**src/dlb_pkg.sv**
```systemverilog
`timescale 1ns / 1ps
`default_nettype none

package dlb_pkg;

   // Field widths
   localparam int SAMPLE_W = 16;
   localparam int GAIN_W   = 8;
   localparam int DISC_W   = 8;
   localparam int SEG_W    = 6;

   // Averaging window (1 to 8) and the deficit history it needs
   localparam int AVG_WINDOW = 4;
   localparam int HIST_SLOTS = (AVG_WINDOW > 1) ? AVG_WINDOW - 1 : 1;
   localparam int SUM_W      = SAMPLE_W + $clog2(AVG_WINDOW);

   // Exact floor(sum / AVG_WINDOW) by reciprocal multiply for every sum below 2**SUM_W
   localparam int AVG_SHIFT  = SUM_W + $clog2(AVG_WINDOW);
   localparam int AVG_RECIP  = (2 ** AVG_SHIFT + AVG_WINDOW - 1) / AVG_WINDOW;
   localparam int AVG_PROD_W = SUM_W + AVG_SHIFT + 1;

   // Gain product and noise threshold
   localparam int GAIN_PROD_W = SAMPLE_W + GAIN_W;
   localparam int LEVEL_DIV   = 10;
   localparam int THR_W       = DISC_W + $clog2(LEVEL_DIV);

   // Exact floor(level / LEVEL_DIV) for every 16-bit level
   localparam int SEG_SHIFT  = SAMPLE_W + $clog2(LEVEL_DIV);
   localparam int SEG_RECIP  = (2 ** SEG_SHIFT + LEVEL_DIV - 1) / LEVEL_DIV;
   localparam int SEG_PROD_W = SAMPLE_W + SEG_SHIFT + 1;

   // Bargraph limits and auto-reset hysteresis
   localparam int SEG_MAX   = 40;
   localparam int ARM_ABOVE = 8;
   localparam int REQ_BELOW = 6;

   // Configuration port
   localparam int CSR_INDEX_W = 2;
   localparam int CSR_DATA_W  = 16;
   localparam logic [CSR_INDEX_W-1:0] CSR_ZERO_LEVEL     = 2'd0;
   localparam logic [CSR_INDEX_W-1:0] CSR_GAIN           = 2'd1;
   localparam logic [CSR_INDEX_W-1:0] CSR_DISCRIMINATION = 2'd2;

   localparam logic [SAMPLE_W-1:0] ZERO_LEVEL_RESET     = 16'd10;
   localparam logic [GAIN_W-1:0]   GAIN_RESET           = 8'd2;
   localparam logic [DISC_W-1:0]   DISCRIMINATION_RESET = 8'd0;

   typedef struct packed {
      logic [SAMPLE_W-1:0] zero_level;
      logic [GAIN_W-1:0]   gain;
      logic [DISC_W-1:0]   discrimination;
   } dlb_cfg_type;

endpackage

`default_nettype wire

```
**src/detector_level_to_bargraph.sv**
```systemverilog
`timescale 1ns / 1ps
`default_nettype none

// Detector level to bargraph.
// Input channel req_*: one converter sample per beat, taken at a clock edge with
// req_valid high and req_stall low. Result channel rsp_*: one beat per sample, in
// order, carrying the conditioned level, the bargraph segment count (0 to 40) and
// the one-shot auto-reset request.
// Configuration: csr_write with csr_index selects zero_level (0), gain (1) or
// discrimination (2) and writes csr_wdata; other indexes are dropped. Write only
// while no sample is in flight.
// Throughput: one sample per clock cycle while rsp_stall is low. Five register
// stages (input, deficit sum, window average, gain and threshold, segments) lie
// from req_* to rsp_*; gain and threshold has two multiplies, others one at most.
// Stall: a stalled result holds on rsp_* unchanged; stages behind it keep filling
// until the pipeline is full, then req_stall rises. req_stall is low whenever the
// result register is empty.
// Reset: synchronous, active high; clears the pipeline, the deficit history and
// the auto-reset arm, and loads the register defaults (10, 2, 0).

module detector_level_to_bargraph (
   input  wire logic                              clock,
   input  wire logic                              reset,
   input  wire logic                              req_valid,
   output logic                                   req_stall,
   input  wire logic [dlb_pkg::SAMPLE_W-1:0]      req_sample,
   output logic                                   rsp_valid,
   input  wire logic                              rsp_stall,
   output logic [dlb_pkg::SAMPLE_W-1:0]           rsp_level,
   output logic [dlb_pkg::SEG_W-1:0]              rsp_segments,
   output logic                                   rsp_auto_reset_request,
   input  wire logic                              csr_write,
   input  wire logic [dlb_pkg::CSR_INDEX_W-1:0]   csr_index,
   input  wire logic [dlb_pkg::CSR_DATA_W-1:0]    csr_wdata
);
   import dlb_pkg::*;

   dlb_cfg_type         cfg_ff;
   logic                req_ready;
   logic                avg_valid;
   logic                avg_ready;
   logic [SAMPLE_W-1:0] avg_value;
   logic                level_valid;
   logic                level_ready;
   logic [SAMPLE_W-1:0] level_value;

   // Configuration registers; an index beyond the list is dropped
   always_ff @(posedge clock) begin
      if (reset) begin
         cfg_ff.zero_level     <= ZERO_LEVEL_RESET;
         cfg_ff.gain           <= GAIN_RESET;
         cfg_ff.discrimination <= DISCRIMINATION_RESET;
      end else if (csr_write) begin
         case (csr_index)
            CSR_ZERO_LEVEL:     cfg_ff.zero_level     <= csr_wdata[SAMPLE_W-1:0];
            CSR_GAIN:           cfg_ff.gain           <= csr_wdata[GAIN_W-1:0];
            CSR_DISCRIMINATION: cfg_ff.discrimination <= csr_wdata[DISC_W-1:0];
            default: ;
         endcase
      end
   end

   assign req_stall = !req_ready;

   // Deficit, window sum and average
   dlb_average u_average (
      .clock     (clock),
      .reset     (reset),
      .cfg       (cfg_ff),
      .in_valid  (req_valid),
      .in_ready  (req_ready),
      .in_sample (req_sample),
      .out_valid (avg_valid),
      .out_ready (avg_ready),
      .out_avg   (avg_value)
   );

   // Gain and noise threshold
   dlb_gain u_gain (
      .clock     (clock),
      .reset     (reset),
      .cfg       (cfg_ff),
      .in_valid  (avg_valid),
      .in_ready  (avg_ready),
      .in_avg    (avg_value),
      .out_valid (level_valid),
      .out_ready (level_ready),
      .out_level (level_value)
   );

   // Segments, auto-reset hysteresis and the result register
   dlb_bargraph u_bargraph (
      .clock        (clock),
      .reset        (reset),
      .in_valid     (level_valid),
      .in_ready     (level_ready),
      .in_level     (level_value),
      .out_valid    (rsp_valid),
      .out_stall    (rsp_stall),
      .out_level    (rsp_level),
      .out_segments (rsp_segments),
      .out_request  (rsp_auto_reset_request)
   );

   // Segment count stays within the bargraph
   a_seg_range: assert property (@(posedge clock) disable iff (reset)
      rsp_valid |-> rsp_segments <= SEG_W'(SEG_MAX))
      else $error("segment count above saturation");

   // Below saturation, segments must be exactly level / 10
   a_seg_match: assert property (@(posedge clock) disable iff (reset)
      rsp_valid && rsp_segments < SEG_W'(SEG_MAX) |->
         (32'(rsp_level) >= 32'(rsp_segments) * 32'(LEVEL_DIV)) &&
         (32'(rsp_level) < 32'(rsp_segments) * 32'(LEVEL_DIV) + 32'(LEVEL_DIV)))
      else $error("segment count does not match level");

   // A request only fires on a low segment count
   a_req_low: assert property (@(posedge clock) disable iff (reset)
      rsp_valid && rsp_auto_reset_request |-> rsp_segments < SEG_W'(REQ_BELOW))
      else $error("auto-reset request with high segment count");

   // An empty result register never backs up the input
   a_no_false_stall: assert property (@(posedge clock) disable iff (reset)
      !rsp_valid |-> !req_stall)
      else $error("input stalled with empty result register");

endmodule

`default_nettype wire

```
**src/dlb_average.sv**
```systemverilog
`timescale 1ns / 1ps
`default_nettype none

module dlb_average (
   input  wire logic                           clock,
   input  wire logic                           reset,
   input  wire dlb_pkg::dlb_cfg_type           cfg,
   input  wire logic                           in_valid,
   output logic                                in_ready,
   input  wire logic [dlb_pkg::SAMPLE_W-1:0]   in_sample,
   output logic                                out_valid,
   input  wire logic                           out_ready,
   output logic [dlb_pkg::SAMPLE_W-1:0]        out_avg
);
   import dlb_pkg::*;

   logic                  sample_valid_ff;
   logic [SAMPLE_W-1:0]   sample_ff;
   logic                  sum_valid_ff;
   logic [SUM_W-1:0]      sum_ff;
   logic [SUM_W-1:0]      sum_in;
   logic                  avg_valid_ff;
   logic [SAMPLE_W-1:0]   avg_ff;
   logic [SAMPLE_W-1:0]   deficit;
   logic [AVG_PROD_W-1:0] avg_prod;
   logic                  sum_ready;
   logic                  avg_ready;
   logic                  shift_en;

   assign avg_ready = !avg_valid_ff || out_ready;
   assign sum_ready = !sum_valid_ff || avg_ready;
   assign in_ready  = !sample_valid_ff || sum_ready;
   assign shift_en  = sample_valid_ff && sum_ready;

   // Deficit below the zero level; a sample above it counts as no signal
   assign deficit = (sample_ff > cfg.zero_level) ? '0 : cfg.zero_level - sample_ff;

   if (AVG_WINDOW > 1) begin : g_hist
      logic [SAMPLE_W-1:0] hist_ff [HIST_SLOTS];

      always_comb begin
         sum_in = SUM_W'(deficit);
         for (int i = 0; i < HIST_SLOTS; i++) begin
            sum_in = sum_in + SUM_W'(hist_ff[i]);
         end
      end

      // Shift the newest deficit in as its item moves on
      always_ff @(posedge clock) begin
         if (reset) begin
            for (int i = 0; i < HIST_SLOTS; i++) begin
               hist_ff[i] <= '0;
            end
         end else if (shift_en) begin
            for (int i = 0; i < HIST_SLOTS - 1; i++) begin
               hist_ff[i] <= hist_ff[i + 1];
            end
            hist_ff[HIST_SLOTS - 1] <= deficit;
         end
      end
   end else begin : g_nohist
      assign sum_in = SUM_W'(deficit);
   end

   assign avg_prod = AVG_PROD_W'(sum_ff) * AVG_PROD_W'(AVG_RECIP);

   always_ff @(posedge clock) begin
      if (reset) begin
         sample_valid_ff <= 1'b0;
         sum_valid_ff    <= 1'b0;
         avg_valid_ff    <= 1'b0;
      end else begin
         if (in_ready)  sample_valid_ff <= in_valid;
         if (sum_ready) sum_valid_ff    <= sample_valid_ff;
         if (avg_ready) avg_valid_ff    <= sum_valid_ff;
      end
   end

   always_ff @(posedge clock) begin
      if (in_ready && in_valid) sample_ff <= in_sample;
      if (shift_en)             sum_ff    <= sum_in;
      if (avg_ready && sum_valid_ff) avg_ff <= avg_prod[AVG_SHIFT +: SAMPLE_W];
   end

   assign out_valid = avg_valid_ff;
   assign out_avg   = avg_ff;

endmodule

`default_nettype wire

```
**src/dlb_gain.sv**
```systemverilog
`timescale 1ns / 1ps
`default_nettype none

module dlb_gain (
   input  wire logic                           clock,
   input  wire logic                           reset,
   input  wire dlb_pkg::dlb_cfg_type           cfg,
   input  wire logic                           in_valid,
   output logic                                in_ready,
   input  wire logic [dlb_pkg::SAMPLE_W-1:0]   in_avg,
   output logic                                out_valid,
   input  wire logic                           out_ready,
   output logic [dlb_pkg::SAMPLE_W-1:0]        out_level
);
   import dlb_pkg::*;

   logic                   level_valid_ff;
   logic [SAMPLE_W-1:0]    level_ff;
   logic [SAMPLE_W-1:0]    level_in;
   logic [GAIN_PROD_W-1:0] gain_prod;
   logic [SAMPLE_W-1:0]    raw_level;
   logic [THR_W-1:0]       threshold;

   assign in_ready = !level_valid_ff || out_ready;

   // Keep the low 16 bits of avg * gain, then halve
   assign gain_prod = GAIN_PROD_W'(in_avg) * GAIN_PROD_W'(cfg.gain);
   assign raw_level = {1'b0, gain_prod[SAMPLE_W-1:1]};
   assign threshold = THR_W'(cfg.discrimination) * THR_W'(LEVEL_DIV);
   assign level_in  = (raw_level > SAMPLE_W'(threshold)) ? raw_level : '0;

   always_ff @(posedge clock) begin
      if (reset) begin
         level_valid_ff <= 1'b0;
      end else if (in_ready) begin
         level_valid_ff <= in_valid;
      end
   end

   always_ff @(posedge clock) begin
      if (in_ready && in_valid) level_ff <= level_in;
   end

   assign out_valid = level_valid_ff;
   assign out_level = level_ff;

endmodule

`default_nettype wire

```
**src/dlb_bargraph.sv**
```systemverilog
`timescale 1ns / 1ps
`default_nettype none

module dlb_bargraph (
   input  wire logic                           clock,
   input  wire logic                           reset,
   input  wire logic                           in_valid,
   output logic                                in_ready,
   input  wire logic [dlb_pkg::SAMPLE_W-1:0]   in_level,
   output logic                                out_valid,
   input  wire logic                           out_stall,
   output logic [dlb_pkg::SAMPLE_W-1:0]        out_level,
   output logic [dlb_pkg::SEG_W-1:0]           out_segments,
   output logic                                out_request
);
   import dlb_pkg::*;

   logic                  valid_ff;
   logic [SAMPLE_W-1:0]   level_ff;
   logic [SEG_W-1:0]      segments_ff;
   logic [SEG_W-1:0]      segments_in;
   logic                  request_ff;
   logic                  request_in;
   logic                  armed_ff;
   logic                  armed_in;
   logic [SEG_PROD_W-1:0] seg_prod;
   logic [SAMPLE_W-1:0]   seg_full;
   logic                  load;

   assign in_ready = !valid_ff || !out_stall;
   assign load     = in_ready && in_valid;

   assign seg_prod    = SEG_PROD_W'(in_level) * SEG_PROD_W'(SEG_RECIP);
   assign seg_full    = seg_prod[SEG_SHIFT +: SAMPLE_W];
   assign segments_in = (seg_full > SAMPLE_W'(SEG_MAX)) ? SEG_W'(SEG_MAX)
                                                        : seg_full[SEG_W-1:0];

   // Arm on a strong signal; fire once and disarm when it drops low
   always_comb begin
      armed_in   = armed_ff;
      request_in = 1'b0;
      if (segments_in > SEG_W'(ARM_ABOVE)) armed_in = 1'b1;
      if (segments_in < SEG_W'(REQ_BELOW) && armed_in) begin
         request_in = 1'b1;
         armed_in   = 1'b0;
      end
   end

   always_ff @(posedge clock) begin
      if (reset) begin
         valid_ff <= 1'b0;
         armed_ff <= 1'b0;
      end else begin
         if (in_ready) valid_ff <= in_valid;
         if (load)     armed_ff <= armed_in;
      end
   end

   always_ff @(posedge clock) begin
      if (load) begin
         level_ff    <= in_level;
         segments_ff <= segments_in;
         request_ff  <= request_in;
      end
   end

   assign out_valid    = valid_ff;
   assign out_level    = level_ff;
   assign out_segments = segments_ff;
   assign out_request  = request_ff;

endmodule

`default_nettype wire

```
**config.mk**
```make
export PLATFORM = sky130hd
export DESIGN_NAME = detector_level_to_bargraph
export DESIGN_NICKNAME = d
export VERILOG_FILES = /design/src/dlb_pkg.sv /design/src/detector_level_to_bargraph.sv /design/src/dlb_average.sv /design/src/dlb_gain.sv /design/src/dlb_bargraph.sv
export SDC_FILE = /design/constraint.sdc
export NUM_CORES = 1
export LEC_CHECK = 0
export ABC_AREA = 1
export BUFFER_PORTS_ARGS = -buffer_cell sky130_fd_sc_hd__buf_2
export CORE_MARGIN = 8
export CORE_UTILIZATION = 65
export CTS_BUF_LIST = sky130_fd_sc_hd__clkbuf_8
export DETAILED_ROUTE_END_ITERATION = 10
export PLACE_DENSITY = 0.83
export SLEW_MARGIN = 10
export SYNTH_ARGS = -nofsm -noshare
export SYNTH_HDL_FRONTEND = slang
export SYNTH_HIERARCHICAL = 1
export SYNTH_SLANG_ARGS = --single-unit
```
**constraint.sdc**
```tcl
create_clock -name clock -period 14.2 [get_ports clock]
set_input_delay 1.42 -clock clock [delete_from_list [all_inputs] [get_ports clock]]
set_output_delay 1.42 -clock clock [all_outputs]
set_load 0.01 [all_outputs]
```
# Word-level counts from Yosys, hierarchy flattened
# Memory sizes are Yosys's and may differ from the RTL's.
# Index checks and enable logic that the tools add are counted.
[word_totals]
register_bits = 127
latchBits = 0
mem_bits_rw = 48
romBits = 0
input_bits = 39
output_inout_bits = 25
elab_cells = 70
memories = 1
[mem_list]
columns = ["name", "depth", "width", "rd", "rd_clocked_by_memory_dff", "wr", "line", "text"]
rows = [
  ["u_average.g_hist.hist_ff", 3, 16, 3, 0, 3, "dlb_average.sv:39", "logic [SAMPLE_W-1:0] hist_ff [HIST_SLOTS];"],
]
[classes]
n_addsub = 4
n_mul = 3
n_div = 0
n_lt_le_gt_ge = 5
n_eq_ne = 2
shifts = 0
n_mux = 13
n_bitwise = 3
reduce_logical = 22
[op_table]
columns = ["cell", "n"]
rows = [
  ["16-bit 2-to-1 mux", 4],
  ["18-bit by 16-bit adder with 18-bit output", 2],
  ["16-bit by 16-bit multiplier with 32-bit output (second input constant)", 1],
  ["16-bit by 16-bit adder with 17-bit output", 1],
  ["16-bit > comparator", 1],
  ["16-bit by 8-bit multiplier with 16-bit output", 1],
  ["16-bit subtractor", 1],
  ["15-bit by 12-bit > comparator with 1-bit output", 1],
  ["13-bit by 6-bit > comparator with 1-bit output (second input constant)", 1],
  ["8-bit by 3-bit multiplier with 11-bit output (second input constant)", 1],
  ["1-bit 2-to-1 mux", 8],
  ["1-bit logical NOT", 7],
  ["6-bit by 4-bit > comparator with 1-bit output (second input constant)", 1],
  ["1-bit logical AND", 6],
  ["6-bit by 3-bit < comparator with 1-bit output (second input constant)", 1],
  ["6-bit 2-to-1 mux", 1],
  ["2-bit AND reduction", 3],
  ["1-bit logical OR", 5],
  ["1-bit OR", 3],
  ["2-bit by 1-bit equality test with 1-bit output (second input constant)", 1],
  ["2-bit equality test (second input constant)", 1],
  ["2-bit logical NOT", 1],
]

# Depth between registers and ports, before layout
# Gate-level depths: netlist of run 1.
[logic_depth]
depth_word = 10
ltp_mapped = 32
depth_no_buf = 32

# By module
# The synthesis of run 1 kept the hierarchy.
[by_module_without_submodules]
columns = ["module", "n_inst", "cells_each", "area_each_um2", "seq_area_each_um2"]
rows = [
  ["dlb_average", 1, 662, 6259.8, 2942.8],
  ["dlb_bargraph", 1, 759, 6165.9, 730.7],
  ["dlb_gain", 1, 598, 4349.2, 470.5],
  ["detector_level_to_bargraph", 1, 206, 1401.3, 640.6],
]

# Worst setup path before layout of run 1
# No wires, ideal clock.
[synth_timing]
path_kind = "register to register"
from = "reg u_gain.level_ff[8], in the netlist u_gain/out_level[8]"
to = "reg u_bargraph.segments_ff[3], in the netlist u_bargraph/out_segments[3], data pin"
setup_ns = 0.259
arrival_ns = 5.321
required_ns = 13.941
slack_ns = 8.620
stages_incl_launch_ff = 26
n_path_buf = 0
synth_period_minus_slack_ns = 5.580
path_cell_list = "edfxtp_1 ha_1 fa_1 inv_1 fa_1 fa_1 inv_1 fa_1 inv_1 fa_1 inv_1 ha_1 nand2_1 nor2_1 nor2_1 nand2_1 a21oi_1 nand3_1 nand2_1 inv_1 nor2_1 nand2_1 nor2_2 and2_1 inv_2 or2_1"
[synth_via]
elab_chain_cells = 3
[synth_lines]
columns = ["element", "line", "text"]
rows = [
  ["from (decl)", "dlb_gain.sv:18", "logic [SAMPLE_W-1:0] level_ff;"],
  ["from (signal assigned)", "dlb_gain.sv:41", "if (in_ready && in_valid) level_ff <= level_in;"],
  ["16-bit by 16-bit multiplier with 32-bit output (*)", "dlb_bargraph.sv:33", "assign seg_prod = SEG_PROD_W'(in_level) * SEG_PROD_W'(SEG_RECIP);"],
  ["13-bit by 6-bit > comparator with 1-bit output", "dlb_bargraph.sv:35", "assign segments_in = (seg_full > SAMPLE_W'(SEG_MAX)) ? SEG_W'(SEG_MAX)"],
  ["6-bit 2-to-1 mux (*)", "dlb_bargraph.sv:35", ""],
  ["net u_bargraph.segments_in[3]", "dlb_bargraph.sv:21", "logic [SEG_W-1:0] segments_in;"],
  ["to (signal assigned)", "dlb_bargraph.sv:62", "segments_ff <= segments_in;"],
  ["to (decl)", "dlb_bargraph.sv:20", "logic [SEG_W-1:0] segments_ff;"],
]
# Mark *: on every way through the listed nets, which the timed path passes. The rest lies on a longest branch.
# A chain may end at the register's enable or synchronous reset.

# Final worst setup path of run 1
[layout_timing]
from = "reg cfg_ff[10] (netlist bit)"
to = "reg u_gain.level_ff[10], in the netlist u_gain/out_level[10], data pin"
[layout_via]
elab_chain_cells = 2
[layout_lines]
columns = ["element", "line", "text"]
rows = [
  ["from (decl)", "detector_level_to_bargraph.sv:38", "dlb_cfg_type cfg_ff;"],
  ["16-bit by 8-bit multiplier with 16-bit output", "dlb_gain.sv:27", "assign gain_prod = GAIN_PROD_W'(in_avg) * GAIN_PROD_W'(cfg.gain);"],
  ["net u_gain.gain_prod[12]", "dlb_gain.sv:20", "logic [GAIN_PROD_W-1:0] gain_prod;"],
  ["15-bit by 12-bit > comparator with 1-bit output", "dlb_gain.sv:30", "assign level_in = (raw_level > SAMPLE_W'(threshold)) ? raw_level : '0;"],
]
# The timed path passes the listed nets, and every way through them passes these cells.

==> results_dict.tcl, run 1 <==
set metrics [dict create \
    wl_per_cell_um 15.39 \
    grt_pass1_wl_mm 68.46 \
    synth_flop_cell "edfxtp_1" \
    worst_setup_path_start_kind "register" \
    die_area_sq_um 33570 \
    rows 61 \
    root_buffer "clkbuf_8" \
    num_io_pins 64 \
    seq_power_share_pct 19.7 \
    peakVddDrop_v 0.0001451 \
    final_core_util_pct 69.24 \
    final_cells 2662 \
    period_share_pct 43.70 \
    period_minus_slack_ns 6.205 \
    syn_nets 2646 \
    netlist_area_sq_um 18180 \
    run_status "finished, final reports clean" \
    grt_pass1_vias 14410 \
    worstPathArrival_ns 6.41 \
    vias 13790 \
    ys_ff_latch 172 \
    cts_tree "yes" \
    ys_warn_count 6 \
    final_common_cell "inv_1" \
    timing.fmax_mhz 161.2 \
    regToRegStartpoint "cfg_ff[10]$_SDFFE_PP0P_" \
    drc_errors 0 \
    reg2regPathDepth 22 \
    switching_power_uw 1666 \
    first_pass_iters 8 \
    htreeDepth 4 \
    cp.required_ns 14.40 \
    p_per_area_nw_per_um2 163.9 \
    dieHeight_um 183.2 \
    syn_to_final_growth_pct 5.245 \
    clockPowerShare_pct 11.0 \
    n_antenna_cell 0 \
    most-common-layout-cells "inv_1 (608), nand2_1 (508), ha_1 (208), fa_1 (174), nor2_1 (158)" \
    hold_class "reg2reg" \
    gp_congestion 0.9537 \
    path_clk_slew_ns 0.11 \
    async_flop_share_pct 0 \
    finalSetupViolations 0 \
    drt_iter0_drc 862 \
    core_area_sq_um 27630 \
    fin_nets 2692 \
    final_antenna_net_count 0 \
    post_cts_buffers 0 \
    tns_ns 0 \
    clk_latency_ns 0.49 \
    holdWs_ns 0.4161 \
    via_per_inst 5.180 \
    synth-edff-count 134 \
    totalWireLength_mm 40.96 \
    critical_path_class "reg2reg" \
    crit_start "cfg_ff[10]$_SDFFE_PP0P_" \
    rsz0062_at_grt "false" \
    cts.sinks 172 \
    combPwrFrac_pct 69.3 \
    dp_hpwl_mm 34.14 \
    fin_worst_skew_ns 0.02597 \
    grt_max_degree 49 \
    antenna_found_initial 0 \
    dieWidth_um 183.2 \
    slew_headroom_pct 26.35 \
    ctsHoldBuffers 0 \
    ys_seq_area_share_pct 26.32 \
    final_area_sq_um 19130 \
    syn_inst 2225 \
    final_hold_viol_count 0 \
    overflow 0 \
    maxCapViolations 0 \
    slew_viol_final 0 \
    synthDistinctLibCells 42 \
    grt_usage_pct 25.42 \
    sw_frac_of_total_pct 53.13 \
    worst_slew_pin_slew_ns 1.101 \
    hold_depth 0 \
    start_util_pct 65.79 \
    end_kind "register" \
    internal_power_uw 1470 \
    io_buffers 63 \
    min_from "u_average/sum_ff[11]$_DFFE_PP_" \
    synth_area_per_cell_sq_um 8.169 \
    p_leak_uw 0.01055 \
    cts_buffers 17 \
    dp_cells 2630 \
    clk_path_buf_depth 2 \
    cts_resized 0 \
    drive_gt1_share_pct 7.618 \
    cp_max_fo 16 \
    dpl-instance-area_sq_um 18740 \
]
==> layout make-up <==
cell class | instances | area, sq um
Fill cell | 2227 | 8499
Inverter | 619 | 2323
Multi-Input combinational cell | 1395 | 10820
Tap cell | 378 | 473.0
Clock inverter | 15 | 153.9
Sequential cell | 172 | 4785
Timing Repair Buffer | 66 | 337.8
Clock buffer | 17 | 234.0
==> logic make-up after synthesis <==
| group | share of synthesized area [%] |
|---|---|
| buffers and inverters | 14.15 |
| other | 0.02063 |
| xor gates and xnor gates | 1.638 |
| DFF | 26.32 |
| AOI/OAI and AO/OA | 4.302 |
| and+or+nand+nor | 20.09 |
| adders and majority gates | 33.48 |
==> critical path, stage by stage (launching register included) <==
cell      delay (ns)
dfxtp_1         0.74
nand2_1         0.20
fa_1            0.54
fa_1            0.55
inv_1           0.05
fa_1            0.48
inv_1           0.05
fa_1            0.47
inv_1           0.04
ha_1            0.36
inv_1           0.07
nor3_1          0.26
a21oi_1         0.18
o21bai_1        0.22
xor2_1          0.28
inv_1           0.08
ha_1            0.31
nand4_1         0.08
nand3b_1        0.16
nand2_1         0.08
nand2_1         0.06
nor2_2          0.52
a21oi_1         0.16
==> state kept, by name, summed over array words and instances (netlist names) <==
signal	cells
u_bargraph/out_segments	6
u_gain/out_level	15
u_bargraph/out_level	16
cfg_ff	32
u_average/sum_valid_ff	1
u_average/sample_valid_ff	1
u_bargraph/armed_ff	1
u_bargraph/out_valid	1
u_average/out_avg	16
u_average/sample_ff	16
u_average/out_valid	1
u_average/sum_ff	16
u_gain/out_valid	1
u_average/g_hist.hist_ff	48
u_bargraph/out_request	1
==> through the flow <==
stage          total power (uW)  setup slack, ns
5_1_grt                    3469            7.660
3_3_place_gp               2737            8.224
2_1_floorplan              2259            8.620
3_5_place_dp               2778            8.062
4_1_cts                    3135            8.023
6_report                   3136            7.995
==> Yosys cell counts, types with 2 or more instances <==
master    count  share of area [%]
clkinv_1      2              0.041
buf_4         6               0.25
inv_2         9               0.19
o21bai_1     11               0.45
nand3_1      88                2.4
xor2_1       26                1.3
and2_1        3               0.10
ha_1        208                 14
a21o_1        5               0.21
buf_2        11               0.30
dfxtp_1      38                4.2
nand3_2       3               0.17
clkbuf_1     14               0.29
nand2_2      13               0.45
a31oi_1       2              0.069
nand3_4      10               0.96
nand2_1     509                 11
a21oi_2      11               0.53
nor2_2       14               0.48
nand4_1      13               0.45
o21a_1        4               0.17
xnor2_1       8               0.39
o21ai_0      16               0.44
a21oi_1      83                2.3
nand3b_1      5               0.21
or2_2         5               0.17
edfxtp_1    134                 22
nand2_4       4               0.25
nor3_1       12               0.33
inv_1       608                 13
nor2_1      158                3.3
nor3_2        4               0.22
buf_6         6               0.37
fa_1        174                 19
==> path summary, 6_finish.rpt <==
check                                                          end  slack [ns]
worst max-delay path            u_gain/out_level[10]$_SDFFCE_PP0P_        7.99
worst min-delay path                u_average/out_avg[9]$_DFFE_PP_        0.42
worst max register to register  u_gain/out_level[10]$_SDFFCE_PP0P_        7.99
worst min register to register      u_average/out_avg[9]$_DFFE_PP_        0.42
==> layer usage <==
layer  global-route usage, %  wire [um]  vias to the layer above
met5                       0          0                        -
met1                   27.37      16170                     6572
met4                   10.70       1439                        0
met3                   3.126       1196                       98
li1                        -          -                     6789
met2                   49.25      22160                      329
==> power groups by stage <==
stage | Clock, uW | Sequential [uW] | Combinational (uW)
floorplan | 0 | 614 | 1650
global placement | 0 | 626 | 2110
detailed placement | 0 | 628 | 2150
CTS | 353 | 617 | 2170
global route | 369 | 620 | 2480
finish | 346 | 616 | 2170
Power figures use the tool's default switching activity.
==> run 2, diff against run 1 <==
ABC_AREA = 0   (was 1)
CORE_UTILIZATION = 59   (was 65)
PLACE_DENSITY = 0.8   (was 0.83)
clock period = 5.7 ns   (was 14.2 ns; I/O delays follow)
==> results_dict.tcl, run 2 <==
set metrics [dict create \
    run_status "complete, but fails checks" \
    violations "negative setup slack" \
    dp_cells 2276 \
    largest_reg_flops 48 \
    drt_iter0_drc 1037 \
    wl_per_cell_um 18.12 \
    cp.required_ns 5.92 \
    async_flop_share_pct 0 \
    final_hold_viol_count 0 \
    cts_buffers 17 \
    drc_errors 0 \
    start_util_pct 60.09 \
    die_area_sq_um 35130 \
    htreeDepth 4 \
    overflow 0 \
    maxCapViolations 0 \
    final_cells 2358 \
    ys_warn_count 6 \
    worst_slew_pin_slew_ns 1.180 \
    final_core_util_pct 72.43 \
    grt_max_degree 88 \
    synth_area_leaders "edfxtp_1 (23%), fa_1 (20%), ha_1 (15%)" \
    worst_setup_path_start_kind "register" \
    first_pass_iters 7 \
    p_leak_uw 0.009826 \
    root_buffer "clkbuf_8" \
    gp_congestion 0.9288 \
    num_io_pins 64 \
    vias 13070 \
    dieHeight_um 187.4 \
    period_share_pct 103.2 \
    cp_max_fo 5 \
    tns_ns -2.431 \
    top_regs "u_average/g_hist.hist_ff: 48 flops, cfg_ff: 32 flops" \
    final_antenna_net_count 0 \
    dp_hpwl_mm 33.68 \
    ys_ff_latch 172 \
    netlist.area_leader.share_pct 23.20 \
    synth_flop_cell "edfxtp_1" \
    fin_nets 2382 \
    synthDistinctLibCells 86 \
    drive_gt1_share_pct 23.61 \
    synthTopCellsByCount "inv_1 (341), ha_1 (208), fa_1 (174)" \
    worstPathArrival_ns 6.11 \
    end_kind "register" \
    layout_setup_ws_ns -0.1840 \
    cts.sinks 172 \
    final_common_cell "inv_1" \
    dieWidth_um 187.4 \
    antenna_found_initial 0 \
    syn_nets 2121 \
    grt_pass1_vias 13560 \
    syn_inst 1700 \
    clk_latency_ns 0.49 \
    grt_usage_pct 24.10 \
    peakVddDrop_v 0.0005425 \
    r2r_setup_slack_ns -0.18 \
    yosys.area.top_type "edfxtp_1" \
    ys_seq_area_share_pct 27.59 \
    ctsHoldBuffers 0 \
    cts_tree "yes" \
    finalSetupViolations 18 \
    most-common-layout-cells "inv_1 (332), buf_4 (203), ha_1 (179), fa_1 (171), edfxtp_1 (134)" \
    period_minus_slack_ns 5.884 \
    timing.fmax_mhz 170.0 \
    totalWireLength_mm 42.73 \
    regMostFlops "u_average/g_hist.hist_ff" \
    io_buffers 63 \
    fin_worst_skew_ns 0.02819 \
    syn_to_final_growth_pct 20.53 \
    synth_area_per_cell_sq_um 10.20 \
    netlist_area_sq_um 17340 \
    hold_class "in2reg" \
    critical_path_class "reg2reg" \
    core_area_sq_um 28860 \
    grt_pass1_wl_mm 68.57 \
    rsz0062_at_grt "true" \
    rows 62 \
    slew_headroom_pct 21.33 \
    path_clk_slew_ns 0.10 \
    clk_path_buf_depth 2 \
    n_antenna_cell 0 \
    p_per_area_nw_per_um2 417.1 \
    synth-edff-count 134 \
    yosysMostFrequentCell "inv_1" \
    via_per_inst 5.544 \
    slew_viol_final 0 \
]
run 2: changes by cell type after synthesis, moves of 31 or more:
cell      previous run  this run
nand2_1            509        95
inv_1              608       341
nor2_1             158        48
and2_1               3        72
nand3_1             88        19
nand2b_1             0        58
mux2i_1              0        39
nor3_1              12        43
run 2: final cells by class:
cell class / count / area (sq um)
Tap cell: 384 / 480.5
Inverter: 342 / 1286
Sequential cell: 172 / 4786
Fill cell: 2002 / 7956
Timing Repair Buffer: 284 / 2082
Clock buffer: 18 / 247.7
Multi-Input combinational cell: 1144 / 11860
Clock inverter: 14 / 155.1
run 2: cell families (layout without fill, tap and decap cells):
| kind of cell | count (synthesis) | after routing | share of synthesized area, % |
|---|---|---|---|
| adder cells (fa/ha/maj) | 382 | 382 | 35.09 |
| flip-flops | 172 | 172 | 27.59 |
| AO/OA/AOI/OAI | 246 | 246 | 10.26 |
| multiplexers | 40 | 40 | 2.316 |
| XOR/XNOR | 59 | 59 | 3.102 |
| other | 1 | 1 | 0.02162 |
| buffers and inverters | 384 | 658 | 8.658 |
| AND/OR/NAND/NOR | 416 | 416 | 12.96 |
run 2: worst paths after layout:
check | from | endpoint | depth (start not counted)
max | u_average/out_avg[4]$_DFFE_PP_ | u_gain/out_level[5]$_SDFFCE_PP0P_ | 22
min reg2reg | u_average/sum_ff[9]$_DFFE_PP_ | u_average/out_avg[7]$_DFFE_PP_ | 0
min | req_sample[1] | u_average/sample_ff[1]$_DFFE_PP_ | 1
max reg2reg | u_average/out_avg[4]$_DFFE_PP_ | u_gain/out_level[5]$_SDFFCE_PP0P_ | 22
run 2: where the power goes:
group / total, uW / switching (uW) / leakage, uW / internal [uW]
combinational: 6350 / 3380 / 0.00799 / 2960
clock: 892 / 515 / 0.000206 / 378
sequential: 1480 / 34.4 / 0.00163 / 1440
run 2: through the flow:
step	total power, uW	hold slack, ns	area (sq um)	worst slack (ns)
after CTS	8001	0.2352	20380	-0.1118
final	8718	0.2642	20900	-0.1840
after global routing	9283	0.2336	20900	-0.3811
after global placement	6350	0.4037	19300	-0.3378
after floorplan	4494	0.4003	17400	-0.02613
after detailed placement	6407	0.4045	19300	-0.3714
run 2: what timing repair did:
action / 4_1_cts / 5_1_grt
setup endpoints to repair: 20 / 23
gates resized for setup: 85 / 74
pin swaps: 62 / 81
gates cloned: 0 / 1
setup buffers: 30 / 21
run 2: critical path, stage by stage (launching register included):
cell and delay [ns]:
edfxtp_1 0.49, buf_6 0.17, buf_6 0.10, and2_4 0.13, fa_1 0.51, fa_1 0.51
fa_1 0.49, inv_1 0.05, fa_1 0.49, inv_2 0.05, ha_4 0.28, o211a_1 0.17
o31ai_1 0.06, and2_1 0.16, xnor2_2 0.15, ha_1 0.30, nand4_1 0.13, buf_4 0.17
or4_4 0.52, a2111oi_4 0.32, buf_6 0.19, clkbuf_16 0.15, a21boi_2 0.05
run 2: routing by layer:
layer / wire length, um / global-route usage [%] / vias up
met5: 0 / 0 / -
met4: 798 / 5.879 / 0
met3: 2505 / 4.828 / 54
met2: 20280 / 39.47 / 385
met1: 19140 / 32.49 / 6440
li1: - / - / 6194
==> run 3, diff against run 2 <==
TNS_END_PERCENT = 1   (was default)
==> results_dict.tcl, run 3 (same netlist as run 2, synthesis figures left out) <==
set metrics [dict create \
    n_antenna_cell 0 \
    start_util_pct 60.09 \
    clk_path_buf_depth 2 \
    slew_viol_final 0 \
    die_area_sq_um 35130 \
    cpPeakStageDelay_ns 0.56 \
    rsz0062_at_grt "true" \
    final_common_cell "inv_1" \
    vias 12840 \
    final_hold_viol_count 0 \
    cp_max_fo 6 \
    gr-usage-met2_pct 39.23 \
    regToRegStartpoint "u_gain/out_level[7]$_SDFFCE_PP0P_" \
    dpl-instance-area_sq_um 19300 \
    worst_slew_pin_slew_ns 1.184 \
    nFillCells 2093 \
    end_kind "register" \
    violations "negative setup slack" \
    syn_to_final_growth_pct 17.55 \
    grt_max_degree 88 \
    place_ws_ns -0.3714 \
    holdWs_ns 0.2678 \
    cts_buffers 17 \
    min_from "req_sample[5]" \
    cp_common_cell "fa_1" \
    overflow 0 \
    via_per_inst 5.508 \
    peakVddDrop_v 0.0004260 \
    holdPathEnd "u_average/sample_ff[5]$_DFFE_PP_" \
    drt_iter0_drc 978 \
    r2r-end "u_bargraph/out_segments[3]$_DFFE_PP_" \
    largest_reg_flops 48 \
    final_area_sq_um 20390 \
    top_usage_layer "met2" \
    dieHeight_um 187.4 \
    met1_usage_pct 32.43 \
    wl_per_cell_um 18.00 \
    antenna_found_initial 0 \
    hold_class "in2reg" \
    worstPathArrival_ns 6.11 \
    worst_setup_path_start_kind "register" \
    io_buffers 63 \
    cp.required_ns 5.95 \
    cts_tree "yes" \
    p_per_area_nw_per_um2 399.5 \
    hold_depth 1 \
    fin_nets 2356 \
    grt_pass1_vias 13460 \
    layout_setup_ws_ns -0.1559 \
    fin_worst_skew_ns 0.02823 \
    critPathTopFamily "adder cells" \
    gp_congestion 0.9288 \
    dieWidth_um 187.4 \
    period_share_pct 102.7 \
    reg2regPathDepth 21 \
    grt_usage_pct 23.99 \
    path_clk_slew_ns 0.12 \
    most-common-layout-cells "inv_1 (336), buf_4 (188), ha_1 (184), fa_1 (172), edfxtp_1 (134)" \
    top_regs "u_average/g_hist.hist_ff: 48 flops, cfg_ff: 32 flops" \
    critical_path_class "reg2reg" \
    finalSetupViolations 18 \
    clk_latency_ns 0.48 \
    root_buffer "clkbuf_8" \
    period_minus_slack_ns 5.856 \
    cp_cell_sequence "ha_4 -> inv_2 -> fa_1 -> inv_1 -> fa_1 -> fa_1 -> fa_1 -> inv_1 -> fa_1 -> inv_2 -> ha_4 -> nand4_1 -> buf_4 -> nor3_2 -> a32o_2 -> o31a_1 -> nor4_2 -> buf_4 -> a211oi_4 -> o211ai_2 -> or2_1" \
    maxCapViolations 0 \
    dp_hpwl_mm 33.68 \
    grt_pass1_wl_mm 68.30 \
    slew_headroom_pct 21.09 \
    cts.sinks 172 \
    num_io_pins 64 \
    htreeDepth 4 \
    timing.fmax_mhz 170.8 \
    regMostFlops "u_average/g_hist.hist_ff" \
    r2r_setup_slack_ns -0.16 \
    totalWireLength_mm 41.98 \
    critPathSlowestCell "fa_1" \
    cp_num_buf_inv 6 \
    drc_errors 0 \
    gr-usage-met3_pct 4.605 \
    final_core_util_pct 70.64 \
    rows 62 \
    core_area_sq_um 28860 \
    final_antenna_net_count 0 \
    first_pass_iters 6 \
    p_leak_uw 0.009629 \
    ctsHoldBuffers 0 \
    drive_gt1_share_pct 20.64 \
    run_status "complete, but fails checks" \
]
-- run 3: final cells by class --
class / count / area, sq um / area share, %
inverters: 342 / 1284 / 6.297
clock buffers: 18 / 247.7 / 1.215
multi-input cells: 1144 / 11610 / 56.95
flip-flops and latches: 172 / 4786 / 23.48
well taps: 384 / 480.5 / 2.357
repair buffers: 258 / 1823 / 8.942
clock inverters: 14 / 155.1 / 0.7611
-- run 3: per-stage QoR --
stage	total power (uW)	TNS, ns	instances
global placement	6350	-5.127	2276
floorplan	4494	-0.02613	1700
global route	8713	-5.580	2332
finish	8144	-1.750	2332
detailed placement	6407	-6.093	2276
CTS	7858	-0.7107	2327
-- run 3: worst max-delay path by stage --
stage,from,end,slack [ns],cells past startpoint
5_1_grt,u_gain/out_level[3]$_SDFFCE_PP0P_,u_bargraph/out_segments[3]$_DFFE_PP_,-0.37,19
3_3_place_gp,u_gain/out_level[8]$_SDFFCE_PP0P_,u_bargraph/out_segments[3]$_DFFE_PP_,-0.34,21
2_1_floorplan,u_gain/out_level[8]$_SDFFCE_PP0P_,u_bargraph/out_segments[3]$_DFFE_PP_,-0.03,19
3_5_place_dp,u_gain/out_level[8]$_SDFFCE_PP0P_,u_bargraph/out_segments[3]$_DFFE_PP_,-0.37,21
4_1_cts,u_gain/out_level[5]$_SDFFCE_PP0P_,u_bargraph/out_segments[3]$_DFFE_PP_,-0.11,20
6_report,u_gain/out_level[7]$_SDFFCE_PP0P_,u_bargraph/out_segments[3]$_DFFE_PP_,-0.16,21
-- run 3: power breakdown --
| part | internal, uW | leakage, uW | total (uW) | switching [uW] |
|---|---|---|---|---|
| clock network | 378 | 0.000206 | 891 | 513 |
| logic | 2680 | 0.00779 | 5770 | 3090 |
| registers | 1440 | 0.00163 | 1480 | 35.1 |
| total | 4510 | 0.00963 | 8140 | 3640 |
-- run 3: worst reg2reg max path, stage by stage, from the launching register on --
cell and delay, ns:
edfxtp_1 0.53, ha_4 0.34, inv_2 0.04, fa_1 0.56, inv_1 0.07, fa_1 0.47, fa_1 0.49, fa_1 0.49
inv_1 0.05, fa_1 0.50, inv_2 0.05, ha_4 0.30, nand4_1 0.19, buf_4 0.20, nor3_2 0.10, a32o_2 0.21
o31a_1 0.20, nor4_2 0.06, buf_4 0.15, a211oi_4 0.25, o211ai_2 0.16, or2_1 0.25
-- run 3: repair_timing --
item	in CTS	in global routing
cloned	0	0
resized for setup	76	21
endpoints found under the setup margin	20	23
buffers inserted	20	5
pin swaps	61	20
-- run 3: routing by layer --
layer	up-vias	routed length, um
li1	6135	-
met1	6310	18780
met2	358	19930
met3	41	2584
met4	0	690
met5	-	0
